File: src/hw/rtl/pps_pkg.sv
// ----------------------------------------------------------------------------
// pps_pkg
// shared types, constants and sentence helpers for the pps / gprmc generator
// ----------------------------------------------------------------------------
package pps_pkg;

    localparam int COUNT_BITS = 20;
    localparam int CFG_ADDR_W = 4;
    localparam int CFG_DATA_W = 32;
    localparam int PPS_W      = 4;
    localparam int HOUR_W     = 5;
    localparam int MIN_W      = 6;
    localparam int SEC_W      = 6;
    localparam int IDX_W      = 7;

    localparam int SENT_LEN  = 67;
    localparam int XOR_FIRST = 1;
    localparam int XOR_LAST  = 61;

    localparam logic [IDX_W-1:0] IDX_HOUR_T = 7'd7;
    localparam logic [IDX_W-1:0] IDX_HOUR_O = 7'd8;
    localparam logic [IDX_W-1:0] IDX_MIN_T  = 7'd9;
    localparam logic [IDX_W-1:0] IDX_MIN_O  = 7'd10;
    localparam logic [IDX_W-1:0] IDX_SEC_T  = 7'd11;
    localparam logic [IDX_W-1:0] IDX_SEC_O  = 7'd12;
    localparam logic [IDX_W-1:0] IDX_CSUM_H = 7'd63;
    localparam logic [IDX_W-1:0] IDX_CSUM_L = 7'd64;
    localparam logic [IDX_W-1:0] IDX_LAST   = 7'(SENT_LEN - 1);

    localparam logic [COUNT_BITS-1:0] PERIOD_RST = COUNT_BITS'(100000);
    localparam logic [COUNT_BITS-1:0] WIDTH_RST  = COUNT_BITS'(1000);
    localparam logic [PPS_W-1:0]      PPS_RST    = 4'd10;
    localparam logic [HOUR_W-1:0]     HOUR_RST   = 5'd12;
    localparam logic [HOUR_W-1:0]     HOURS_DAY  = 5'd24;
    localparam logic [MIN_W-1:0]      MINS_HOUR  = 6'd60;
    localparam logic [SEC_W-1:0]      SECS_MIN   = 6'd60;

    // register index codes (paddr[3:2])
    localparam logic [1:0] REG_PERIOD = 2'd0;
    localparam logic [1:0] REG_WIDTH  = 2'd1;
    localparam logic [1:0] REG_PPS    = 2'd2;

    localparam logic [SENT_LEN*8-1:0] SENT_TPL =
        "$GPRMC,000000.00,A,3000.0000,N,12000.0000,E,0.0,0.0,010124,,,A*00\r\n";

    typedef struct packed {
        logic [COUNT_BITS-1:0] period;
        logic [COUNT_BITS-1:0] width;
        logic [PPS_W-1:0]      pps;
    } t_pps_cfg;

    // tens digit of a value below 64
    function automatic logic [2:0] tens_of(input logic [5:0] v);
        logic [2:0] t;
        if (v >= 6'd60)      t = 3'd6;
        else if (v >= 6'd50) t = 3'd5;
        else if (v >= 6'd40) t = 3'd4;
        else if (v >= 6'd30) t = 3'd3;
        else if (v >= 6'd20) t = 3'd2;
        else if (v >= 6'd10) t = 3'd1;
        else                 t = 3'd0;
        return t;
    endfunction

    function automatic logic [7:0] dec_tens(input logic [5:0] v);
        return 8'h30 + {5'd0, tens_of(v)};
    endfunction

    function automatic logic [7:0] dec_ones(input logic [5:0] v);
        logic [5:0] t10;
        t10 = 6'({3'd0, tens_of(v)} * 6'd10);
        return 8'h30 + {2'd0, v - t10};
    endfunction

    function automatic logic [7:0] hex_digit(input logic [3:0] v);
        return (v < 4'd10) ? (8'd48 + {4'd0, v}) : (8'd55 + {4'd0, v});
    endfunction

    function automatic logic [7:0] tpl_byte(input logic [IDX_W-1:0] idx);
        logic [7:0] b;
        if (int'(idx) < SENT_LEN) b = SENT_TPL[(SENT_LEN - 1 - int'(idx)) * 8 +: 8];
        else                      b = 8'd0;
        return b;
    endfunction

endpackage

File: src/hw/rtl/pps_in_if.sv
// ----------------------------------------------------------------------------
// pps_in_if
// tick channel: one item per timebase tick, carrying the transmitter ready flag
// ----------------------------------------------------------------------------
interface pps_in_if;
    logic valid;
    logic ready;
    logic byte_ready;

    modport source (output valid, output byte_ready, input ready);
    modport sink   (input valid, input byte_ready, output ready);
endinterface

File: src/hw/rtl/pps_out_if.sv
// ----------------------------------------------------------------------------
// pps_out_if
// result channel: pulse levels, running clock and at most one sentence byte per item
// ----------------------------------------------------------------------------
interface pps_out_if;
    logic       valid;
    logic       ready;
    logic       pulse_fast;
    logic       pulse_slow;
    logic [4:0] clock_hour;
    logic [5:0] clock_minute;
    logic [5:0] clock_second;
    logic [7:0] sentence_byte;
    logic       sentence_valid;
    logic       sentence_last;

    modport source (output valid, output pulse_fast, output pulse_slow,
                    output clock_hour, output clock_minute, output clock_second,
                    output sentence_byte, output sentence_valid, output sentence_last,
                    input ready);
    modport sink   (input valid, input pulse_fast, input pulse_slow,
                    input clock_hour, input clock_minute, input clock_second,
                    input sentence_byte, input sentence_valid, input sentence_last,
                    output ready);
endinterface

File: src/hw/rtl/pps_cfg_regs.sv
// ----------------------------------------------------------------------------
// pps_cfg_regs
// apb register file: fast period, pulse width and pulses per second
// ----------------------------------------------------------------------------
module pps_cfg_regs (
    input  logic                           i_clk,
    input  logic                           i_rst_n,
    input  logic                           psel,
    input  logic                           penable,
    input  logic                           pwrite,
    input  logic [pps_pkg::CFG_ADDR_W-1:0] paddr,
    input  logic [pps_pkg::CFG_DATA_W-1:0] pwdata,
    output logic [pps_pkg::CFG_DATA_W-1:0] prdata,
    output logic                           pready,
    output pps_pkg::t_pps_cfg              o_cfg
);
    import pps_pkg::*;

    t_pps_cfg r_cfg;
    t_pps_cfg n_cfg;
    logic     w_wr;

    assign pready = 1'b1;
    assign w_wr   = psel && penable && pwrite;

    always_comb begin
        n_cfg = r_cfg;
        if (w_wr) begin
            unique case (paddr[3:2])
                REG_PERIOD: n_cfg.period = pwdata[COUNT_BITS-1:0];
                REG_WIDTH:  n_cfg.width  = pwdata[COUNT_BITS-1:0];
                REG_PPS:    n_cfg.pps    = pwdata[PPS_W-1:0];
                default:    n_cfg = r_cfg;
            endcase
        end
    end

    always_ff @(posedge i_clk) begin
        if (!i_rst_n) begin
            r_cfg.period <= PERIOD_RST;
            r_cfg.width  <= WIDTH_RST;
            r_cfg.pps    <= PPS_RST;
        end else begin
            r_cfg <= n_cfg;
        end
    end

    always_comb begin
        unique case (paddr[3:2])
            REG_PERIOD: prdata = {{(CFG_DATA_W-COUNT_BITS){1'b0}}, r_cfg.period};
            REG_WIDTH:  prdata = {{(CFG_DATA_W-COUNT_BITS){1'b0}}, r_cfg.width};
            REG_PPS:    prdata = {{(CFG_DATA_W-PPS_W){1'b0}}, r_cfg.pps};
            default:    prdata = '0;
        endcase
    end

    assign o_cfg = r_cfg;

endmodule

File: src/hw/rtl/pps_pulse_and_gprmc_time_generator.sv
// ----------------------------------------------------------------------------
// pps_pulse_and_gprmc_time_generator
// fast/slow pulse timing, hh:mm:ss clock and gprmc sentence byte stream
// ----------------------------------------------------------------------------
// Each input item is one timebase tick; the block can take one tick in every
// clock cycle and returns exactly one result item per tick, in the cycle
// after the tick is accepted. The input is ready whenever the single result
// register is empty or is being taken in the same cycle, so the sustained
// rate is one item per cycle and is set by that result register alone.
// Configuration is written through the apb port at byte addresses 0, 4, 8.
module pps_pulse_and_gprmc_time_generator (
    input  logic                           i_clk,
    input  logic                           i_rst_n,
    input  logic                           psel,
    input  logic                           penable,
    input  logic                           pwrite,
    input  logic [pps_pkg::CFG_ADDR_W-1:0] paddr,
    input  logic [pps_pkg::CFG_DATA_W-1:0] pwdata,
    output logic [pps_pkg::CFG_DATA_W-1:0] prdata,
    output logic                           pready,
    pps_in_if.sink                         i_tick,
    pps_out_if.source                      o_res
);
    import pps_pkg::*;

    t_pps_cfg w_cfg;

    pps_cfg_regs u_cfg (
        .i_clk   (i_clk),
        .i_rst_n (i_rst_n),
        .psel    (psel),
        .penable (penable),
        .pwrite  (pwrite),
        .paddr   (paddr),
        .pwdata  (pwdata),
        .prdata  (prdata),
        .pready  (pready),
        .o_cfg   (w_cfg)
    );

    // timing and sentence state
    logic [COUNT_BITS-1:0] r_phase,   n_phase;
    logic                  r_high,    n_high;
    logic [PPS_W-1:0]      r_fcnt,    n_fcnt;
    logic                  r_slow,    n_slow;
    logic [HOUR_W-1:0]     r_hour,    n_hour;
    logic [MIN_W-1:0]      r_min,     n_min;
    logic [SEC_W-1:0]      r_sec,     n_sec;
    logic                  r_req,     n_req;
    logic                  r_sending, n_sending;
    logic [IDX_W-1:0]      r_idx,     n_idx;
    logic [7:0]            r_xor,     n_xor;
    logic [HOUR_W-1:0]     r_lat_h,   n_lat_h;
    logic [MIN_W-1:0]      r_lat_m,   n_lat_m;
    logic [SEC_W-1:0]      r_lat_s,   n_lat_s;

    // result register
    logic       r_out_valid, n_out_valid;
    logic [7:0] r_byte,      n_byte;
    logic       r_bvalid,    n_bvalid;
    logic       r_blast,     n_blast;

    logic                  w_in_acc;
    logic [COUNT_BITS-1:0] w_len;
    logic [COUNT_BITS-1:0] w_phase_inc;
    logic [PPS_W-1:0]      w_fcnt_inc;
    logic [7:0]            w_char;

    assign i_tick.ready = !r_out_valid || o_res.ready;
    assign w_in_acc     = i_tick.valid && i_tick.ready;

    always_comb begin
        if (r_high)
            w_len = (w_cfg.width == '0) ? COUNT_BITS'(1) : w_cfg.width;
        else
            w_len = (w_cfg.width < w_cfg.period) ? (w_cfg.period - w_cfg.width)
                                                 : COUNT_BITS'(1);
    end

    assign w_phase_inc = r_phase + COUNT_BITS'(1);
    assign w_fcnt_inc  = r_fcnt + PPS_W'(1);

    always_comb begin
        n_phase     = r_phase;
        n_high      = r_high;
        n_fcnt      = r_fcnt;
        n_slow      = r_slow;
        n_hour      = r_hour;
        n_min       = r_min;
        n_sec       = r_sec;
        n_req       = r_req;
        n_sending   = r_sending;
        n_idx       = r_idx;
        n_xor       = r_xor;
        n_lat_h     = r_lat_h;
        n_lat_m     = r_lat_m;
        n_lat_s     = r_lat_s;
        n_byte      = 8'd0;
        n_bvalid    = 1'b0;
        n_blast     = 1'b0;
        w_char      = 8'd0;
        n_out_valid = r_out_valid && !o_res.ready;

        if (w_in_acc) begin
            n_out_valid = 1'b1;

            // phase timing
            if (w_phase_inc >= w_len || w_phase_inc == '0) begin
                n_phase = '0;
                n_high  = !r_high;
                if (!r_high) begin
                    if (w_fcnt_inc >= w_cfg.pps) begin
                        n_slow = 1'b1;
                        n_fcnt = '0;
                        n_req  = 1'b1;
                        if (r_sec + SEC_W'(1) >= SECS_MIN) begin
                            n_sec = '0;
                            if (r_min + MIN_W'(1) >= MINS_HOUR) begin
                                n_min = '0;
                                if (r_hour + HOUR_W'(1) >= HOURS_DAY) n_hour = '0;
                                else                                  n_hour = r_hour + HOUR_W'(1);
                            end else begin
                                n_min = r_min + MIN_W'(1);
                            end
                        end else begin
                            n_sec = r_sec + SEC_W'(1);
                        end
                    end else begin
                        n_fcnt = w_fcnt_inc;
                        if (w_fcnt_inc == PPS_W'(1)) n_slow = 1'b0;
                    end
                end
            end else begin
                n_phase = w_phase_inc;
            end

            // sentence start
            if (!r_sending && n_req) begin
                n_req     = 1'b0;
                n_sending = 1'b1;
                n_idx     = '0;
                n_xor     = '0;
                n_lat_h   = n_hour;
                n_lat_m   = n_min;
                n_lat_s   = n_sec;
            end

            // byte out
            if (n_sending && i_tick.byte_ready) begin
                case (n_idx)
                    IDX_HOUR_T: w_char = dec_tens({1'b0, n_lat_h});
                    IDX_HOUR_O: w_char = dec_ones({1'b0, n_lat_h});
                    IDX_MIN_T:  w_char = dec_tens(n_lat_m);
                    IDX_MIN_O:  w_char = dec_ones(n_lat_m);
                    IDX_SEC_T:  w_char = dec_tens(n_lat_s);
                    IDX_SEC_O:  w_char = dec_ones(n_lat_s);
                    IDX_CSUM_H: w_char = hex_digit(n_xor[7:4]);
                    IDX_CSUM_L: w_char = hex_digit(n_xor[3:0]);
                    default:    w_char = tpl_byte(n_idx);
                endcase
                n_byte   = w_char;
                n_bvalid = 1'b1;
                if (n_idx >= IDX_W'(XOR_FIRST) && n_idx <= IDX_W'(XOR_LAST))
                    n_xor = n_xor ^ w_char;
                if (n_idx >= IDX_LAST) begin
                    n_blast   = 1'b1;
                    n_sending = 1'b0;
                    n_idx     = '0;
                end else begin
                    n_idx = n_idx + IDX_W'(1);
                end
            end
        end
    end

    always_ff @(posedge i_clk) begin
        if (!i_rst_n) begin
            r_phase     <= '0;
            r_high      <= 1'b0;
            r_fcnt      <= '0;
            r_slow      <= 1'b0;
            r_hour      <= HOUR_RST;
            r_min       <= '0;
            r_sec       <= '0;
            r_req       <= 1'b0;
            r_sending   <= 1'b0;
            r_idx       <= '0;
            r_xor       <= '0;
            r_lat_h     <= '0;
            r_lat_m     <= '0;
            r_lat_s     <= '0;
            r_out_valid <= 1'b0;
        end else begin
            r_phase     <= n_phase;
            r_high      <= n_high;
            r_fcnt      <= n_fcnt;
            r_slow      <= n_slow;
            r_hour      <= n_hour;
            r_min       <= n_min;
            r_sec       <= n_sec;
            r_req       <= n_req;
            r_sending   <= n_sending;
            r_idx       <= n_idx;
            r_xor       <= n_xor;
            r_lat_h     <= n_lat_h;
            r_lat_m     <= n_lat_m;
            r_lat_s     <= n_lat_s;
            r_out_valid <= n_out_valid;
        end
    end

    always_ff @(posedge i_clk) begin
        if (w_in_acc) begin
            r_byte   <= n_byte;
            r_bvalid <= n_bvalid;
            r_blast  <= n_blast;
        end
    end

    // pulse levels and clock are the state itself after the last tick
    assign o_res.valid          = r_out_valid;
    assign o_res.pulse_fast     = r_high;
    assign o_res.pulse_slow     = r_slow;
    assign o_res.clock_hour     = r_hour;
    assign o_res.clock_minute   = r_min;
    assign o_res.clock_second   = r_sec;
    assign o_res.sentence_byte  = r_byte;
    assign o_res.sentence_valid = r_bvalid;
    assign o_res.sentence_last  = r_blast;

    a_time_range: assert property (@(posedge i_clk) disable iff (!i_rst_n)
        r_hour < HOURS_DAY && r_min < MINS_HOUR && r_sec < SECS_MIN)
        else $error("clock out of range");

    a_fcnt_range: assert property (@(posedge i_clk) disable iff (!i_rst_n)
        r_fcnt != 4'hF)
        else $error("fast pulse count out of range");

    a_idle_index: assert property (@(posedge i_clk) disable iff (!i_rst_n)
        !r_sending |-> r_idx == '0)
        else $error("byte index not cleared while idle");

    a_acc_result: assert property (@(posedge i_clk) disable iff (!i_rst_n)
        w_in_acc |=> r_out_valid)
        else $error("accepted tick produced no result");

    a_last_lf: assert property (@(posedge i_clk) disable iff (!i_rst_n)
        (w_in_acc && n_blast) |=> (r_bvalid && r_byte == 8'h0A && !r_sending))
        else $error("sentence end mismatch");

endmodule

File: src/flat_wrapper.sv
// flat-port wrapper written by rule: the top's interface ports become plain ports
module pps_pulse_and_gprmc_time_generator_flat import pps_pkg::*;
  (i_clk, i_rst_n, psel, penable, pwrite, paddr, pwdata, prdata, pready, i_tick_valid, i_tick_byte_ready, i_tick_ready, o_res_valid, o_res_pulse_fast, o_res_pulse_slow, o_res_clock_hour, o_res_clock_minute, o_res_clock_second, o_res_sentence_byte, o_res_sentence_valid, o_res_sentence_last, o_res_ready);
  pps_in_if i_tick_i ();
  pps_out_if o_res_i ();
  input  logic i_clk;
  input  logic i_rst_n;
  input  logic psel;
  input  logic penable;
  input  logic pwrite;
  input  logic [pps_pkg::CFG_ADDR_W-1:0] paddr;
  input  logic [pps_pkg::CFG_DATA_W-1:0] pwdata;
  output logic [pps_pkg::CFG_DATA_W-1:0] prdata;
  output logic pready;
  input wire logic [$bits(i_tick_i.valid)-1:0] i_tick_valid;
  input wire logic [$bits(i_tick_i.byte_ready)-1:0] i_tick_byte_ready;
  output wire logic [$bits(i_tick_i.ready)-1:0] i_tick_ready;
  output wire logic [$bits(o_res_i.valid)-1:0] o_res_valid;
  output wire logic [$bits(o_res_i.pulse_fast)-1:0] o_res_pulse_fast;
  output wire logic [$bits(o_res_i.pulse_slow)-1:0] o_res_pulse_slow;
  output wire logic [$bits(o_res_i.clock_hour)-1:0] o_res_clock_hour;
  output wire logic [$bits(o_res_i.clock_minute)-1:0] o_res_clock_minute;
  output wire logic [$bits(o_res_i.clock_second)-1:0] o_res_clock_second;
  output wire logic [$bits(o_res_i.sentence_byte)-1:0] o_res_sentence_byte;
  output wire logic [$bits(o_res_i.sentence_valid)-1:0] o_res_sentence_valid;
  output wire logic [$bits(o_res_i.sentence_last)-1:0] o_res_sentence_last;
  input wire logic [$bits(o_res_i.ready)-1:0] o_res_ready;
  assign i_tick_i.valid = i_tick_valid;
  assign i_tick_i.byte_ready = i_tick_byte_ready;
  assign i_tick_ready = i_tick_i.ready;
  assign o_res_valid = o_res_i.valid;
  assign o_res_pulse_fast = o_res_i.pulse_fast;
  assign o_res_pulse_slow = o_res_i.pulse_slow;
  assign o_res_clock_hour = o_res_i.clock_hour;
  assign o_res_clock_minute = o_res_i.clock_minute;
  assign o_res_clock_second = o_res_i.clock_second;
  assign o_res_sentence_byte = o_res_i.sentence_byte;
  assign o_res_sentence_valid = o_res_i.sentence_valid;
  assign o_res_sentence_last = o_res_i.sentence_last;
  assign o_res_i.ready = o_res_ready;
  pps_pulse_and_gprmc_time_generator u_core (.i_clk(i_clk), .i_rst_n(i_rst_n), .psel(psel), .penable(penable), .pwrite(pwrite), .paddr(paddr), .pwdata(pwdata), .prdata(prdata), .pready(pready), .i_tick(i_tick_i), .o_res(o_res_i));
endmodule
File: config.mk
export PLATFORM = sky130hd
export DESIGN_NAME = pps_pulse_and_gprmc_time_generator_flat
export DESIGN_NICKNAME = d
export VERILOG_FILES = /design/src/hw/rtl/pps_pkg.sv /design/src/hw/rtl/pps_in_if.sv /design/src/hw/rtl/pps_out_if.sv /design/src/hw/rtl/pps_cfg_regs.sv /design/src/hw/rtl/pps_pulse_and_gprmc_time_generator.sv /design/src/flat_wrapper.sv
export SDC_FILE = /design/constraint.sdc
export NUM_CORES = 1
export LEC_CHECK = 0
export ABC_CLOCK_PERIOD_IN_PS = 10000
export BUFFER_PORTS_ARGS = -buffer_cell sky130_fd_sc_hd__buf_2
export CAP_MARGIN = 20
export CORE_ASPECT_RATIO = 0.8
export CORE_MARGIN = 4
export CORE_UTILIZATION = 40
export CTS_CLUSTER_DIAMETER = 150
export CTS_CLUSTER_SIZE = 25
export DETAILED_ROUTE_END_ITERATION = 6
export MAX_ROUTING_LAYER = met4
export PLACE_DENSITY = 0.58
export SLEW_MARGIN = 20
export SYNTH_ARGS = -nofsm -noshare
export SYNTH_HDL_FRONTEND = slang
export SYNTH_SLANG_ARGS = --single-unit
File: constraint.sdc
create_clock -name i_clk -period 10 [get_ports i_clk]
set_input_delay 2.5 -clock i_clk [delete_from_list [all_inputs] [get_ports i_clk]]
set_output_delay 2.5 -clock i_clk [all_outputs]
set_load 0.05 [all_outputs]
==> metrics.md <==
| Metric | Value |
|---|---|
| IO Pins | 108 |
| CP delay by family, top | compound AO/OA/AOI/OAI gates |
| Pleak | ~5.4 nW |
| Number of remaining DRC errors | 0 |
| Status | complete, no violations |
| Max incr delay on CP | 0.42 ns |
| Post-synth EDFFs | 9 |
| Max H-tree Level | 4 |
| Later-pin clock latency in the skew report | 0.44 ns |
| # fillers | 2924 |
| Largest net degree at the start of global routing | 80 |
| RSZ-0062 raised after global routing | no |
| Req. time, crit path | 10.36 ns |
| Clock transition at path regs | 0.06 ns |
| Hold buffers post-CTS | 0 |
| CTS tree | yes |
| DR iter-0 viols | 1278 |
| First-pass GRT wire length | slightly above 60 mm |
| Sequential cell area | between 2000 and 3000 um2 |
| Vias per Instance | around 6 |
| Buf+Inv Stages, Crit Path | 5 |
| Syn Inst Count | about 1600 |
| CP dominant cell by count | ha_1 |
| Placed cell areas | 12300 um2 |
| CTS Buf Count | 17 |
| Avg Cell Area, Syn | 7.40 um2 |
| Placement Rows | 55 |
| CP arrival | 9.59 ns |
| Post-DP HPWL | 27.2 mm |
| Drt wl/cell | 18.7 um |
| GP Congestion | 0.957 |
| Total Routing Usage GR | 23.8% |
| Fin. Hold Viols | 0 |
| Number of synthesized register bits | 131 |
| Root Driver | clkbuf_16 |
| Final instance area | roughly 13000 um2 |
| Dpl ws | 0.508 ns |
| Asr flop ratio synth | 0% |
| Final ANT Viol Nets | 0 |
| Die height | approximately 160 um |
| Crit path launch type | flip-flop |
| Core Box Area | 28500 um2 |
| Vias in the first global route | ~11000 |
| Top achievable clock speed | 0.108 GHz |
| Initial antenna violation count | 0 |
| Max-Cap Viols | 0 |
| Worst hold path class | reg2reg |
| Routed wire length | approximately 37 mm |
| Ys Warns | 0 |
| Cell Area, Synth | 11600 um2 |
| Nets | 1719 |
| Ys flop type | dfxtp_1 |
| Via Count | 11700 |
| Setup Total Neg Slack | 0 ns |
| Postcts setup bufs | 0 |
| Clock Skews | 0.0103 ns |
| Peak VDD IR | 0.000122 V |
| Commonest non-fill, non-tap cells in the layout | nand2_1 (238), dfxtp_1 (122), nor2_1 (104) |
| Most common cell after layout, fill and taps aside | nand2_1 |
| CP Capture Type | flip-flop |
| Initial core utilization | 40.9% |
| Final worst-path cycle share | 92.3% |
| Pwr Density | 104 nW/um2 |
| # diodes | 0 |
| Crit-path slowest cell | a222oi_1 |
| Total gr overflow | 0 |
| Slew headroom | 31.6% |
| Final Setup Violations | 0 |
| Drt first pass iters | 5 |
| Die width | 199 um |
| Post-route setup slack | 0.767 ns |
| CTS max path bufs | 2 |
| Area of the multi-input gates | 8260 um2 |
| Tmin final | 9.23 ns |
| CTS sink count | between 100 and 150 |
| IO buf count | 79 |
| Seq/Total Area, Yosys | between 20% and 30% |
| Worst Path Max Fanout | 20 |
| Total Die Area | 31900 um2 |
| Cell variety after synth | between 80 and 90 |
| Share of cells above drive strength 1 | 11.5% |
| Fin. max-slew vios | 0 |
| Worst slew pin tran | 1.02 ns |
| Critical path class | reg2reg |
| Area delta synth->final | 10.9% |
## stage by stage
stage / cells / hold WS (ns) / utilization (%) / power (mW)
2_1_floorplan: 1586 / 0.454 / - / 0.687
3_5_place_dp: 1949 / 0.479 / 43.1 / 0.729
3_3_place_gp: 1949 / 0.465 / 43.1 / 0.728
4_1_cts: 1981 / 0.487 / 45.1 / 1.35
5_1_grt: 1981 / 0.505 / 45.3 / 1.40
6_report: 1981 / 0.488 / 45.3 / 1.34
## synth_stat cells (40+ instances only)
library cell,instances,area [um2]
nand2_1,238,893
inv_1,75,282
clkbuf_1,76,285
dfxtp_1,122,2440
o21ai_0,79,395
ha_1,73,913
nor2_1,107,402
xnor2_1,43,377
nand3_1,63,315
nor3_1,40,200
a21oi_1,76,380
a21boi_0,51,383
## routing by layer
layer	part of all wire (%)	track usage, %	vias up
met5	0	-	-
met4	0.84	3.79	0
met3	6.3	3.90	28
met2	39	30.7	381
met1	54	38.5	5572
li1	-	-	5727
## area by class of cell
type                       instances  area share (%)
clock buffer                      19            3.43
clock inverter                    13           0.969
inverter                          76            2.21
multi-input combinational       1263            64.0
sequential                       131            21.0
tap                              370            3.58
timing repair buffer             109            4.82
## final timing paths
check                                       startpoint                      to  slack [ns]  depth (start not counted)
worst max-delay path            u_core.u_cfg.o_cfg[24]         u_core.r_xor[5]        0.77                         46
worst min-delay path            u_core.u_cfg.o_cfg[24]  u_core.u_cfg.o_cfg[24]        0.49                          2
worst max register to register  u_core.u_cfg.o_cfg[24]         u_core.r_xor[5]        0.77                         46
worst min register to register  u_core.u_cfg.o_cfg[24]  u_core.u_cfg.o_cfg[24]        0.49                          2
## registers in the layout, summed over array words and instances (netlist names), 4 cells and up
signal and cells:
u_core.r_idx 7, u_core.r_fcnt 4, u_core.r_phase 20, u_core.u_cfg.o_cfg 44, u_core.r_lat_s 6, u_core.r_lat_h 5, u_core.o_res.clock_second 6, u_core.r_xor 8
u_core.o_res.clock_minute 6, u_core.o_res.clock_hour 5, u_core.r_lat_m 6, u_core.o_res.sentence_byte 7
## cell families (layout without fill, tap and decap cells)
logic type	count (synthesis)	after routing	share of synthesized area, %
AOI/OAI and AO/OA	448	448	27.1
xor gates and xnor gates	71	71	5.34
adders and majority gates	81	81	8.87
buffers and inverters	192	217	6.89
DFF	131	131	23.3
muxes	35	35	3.03
other	2	14	0.0645
and+or+nand+nor	614	614	25.5
## worst register-to-register path: cells and delay by family, from the launching register on
kind	cells	cell delay (ns)
flops	1	0.32
xor+xnor	2	0.26
simple gates	7	0.74
compound gates	23	4.69
buf+inv	5	0.63
fa+ha+maj	6	1.76
mux	3	0.77
## power by group
part	switching (mW)	internal [mW]	leakage (nW)
clock network	0.272	0.352	0.268
registers	0.0135	0.537	1.08
logic	0.118	0.0514	4.06
## repair_timing
| action | CTS | global route |
|---|---|---|
| setup endpoints to repair | 0 | 3 |
| gates resized for setup | 0 | 12 |
| endpoints found under the hold margin | 0 | 0 |
Power figures use the tool's default switching activity.
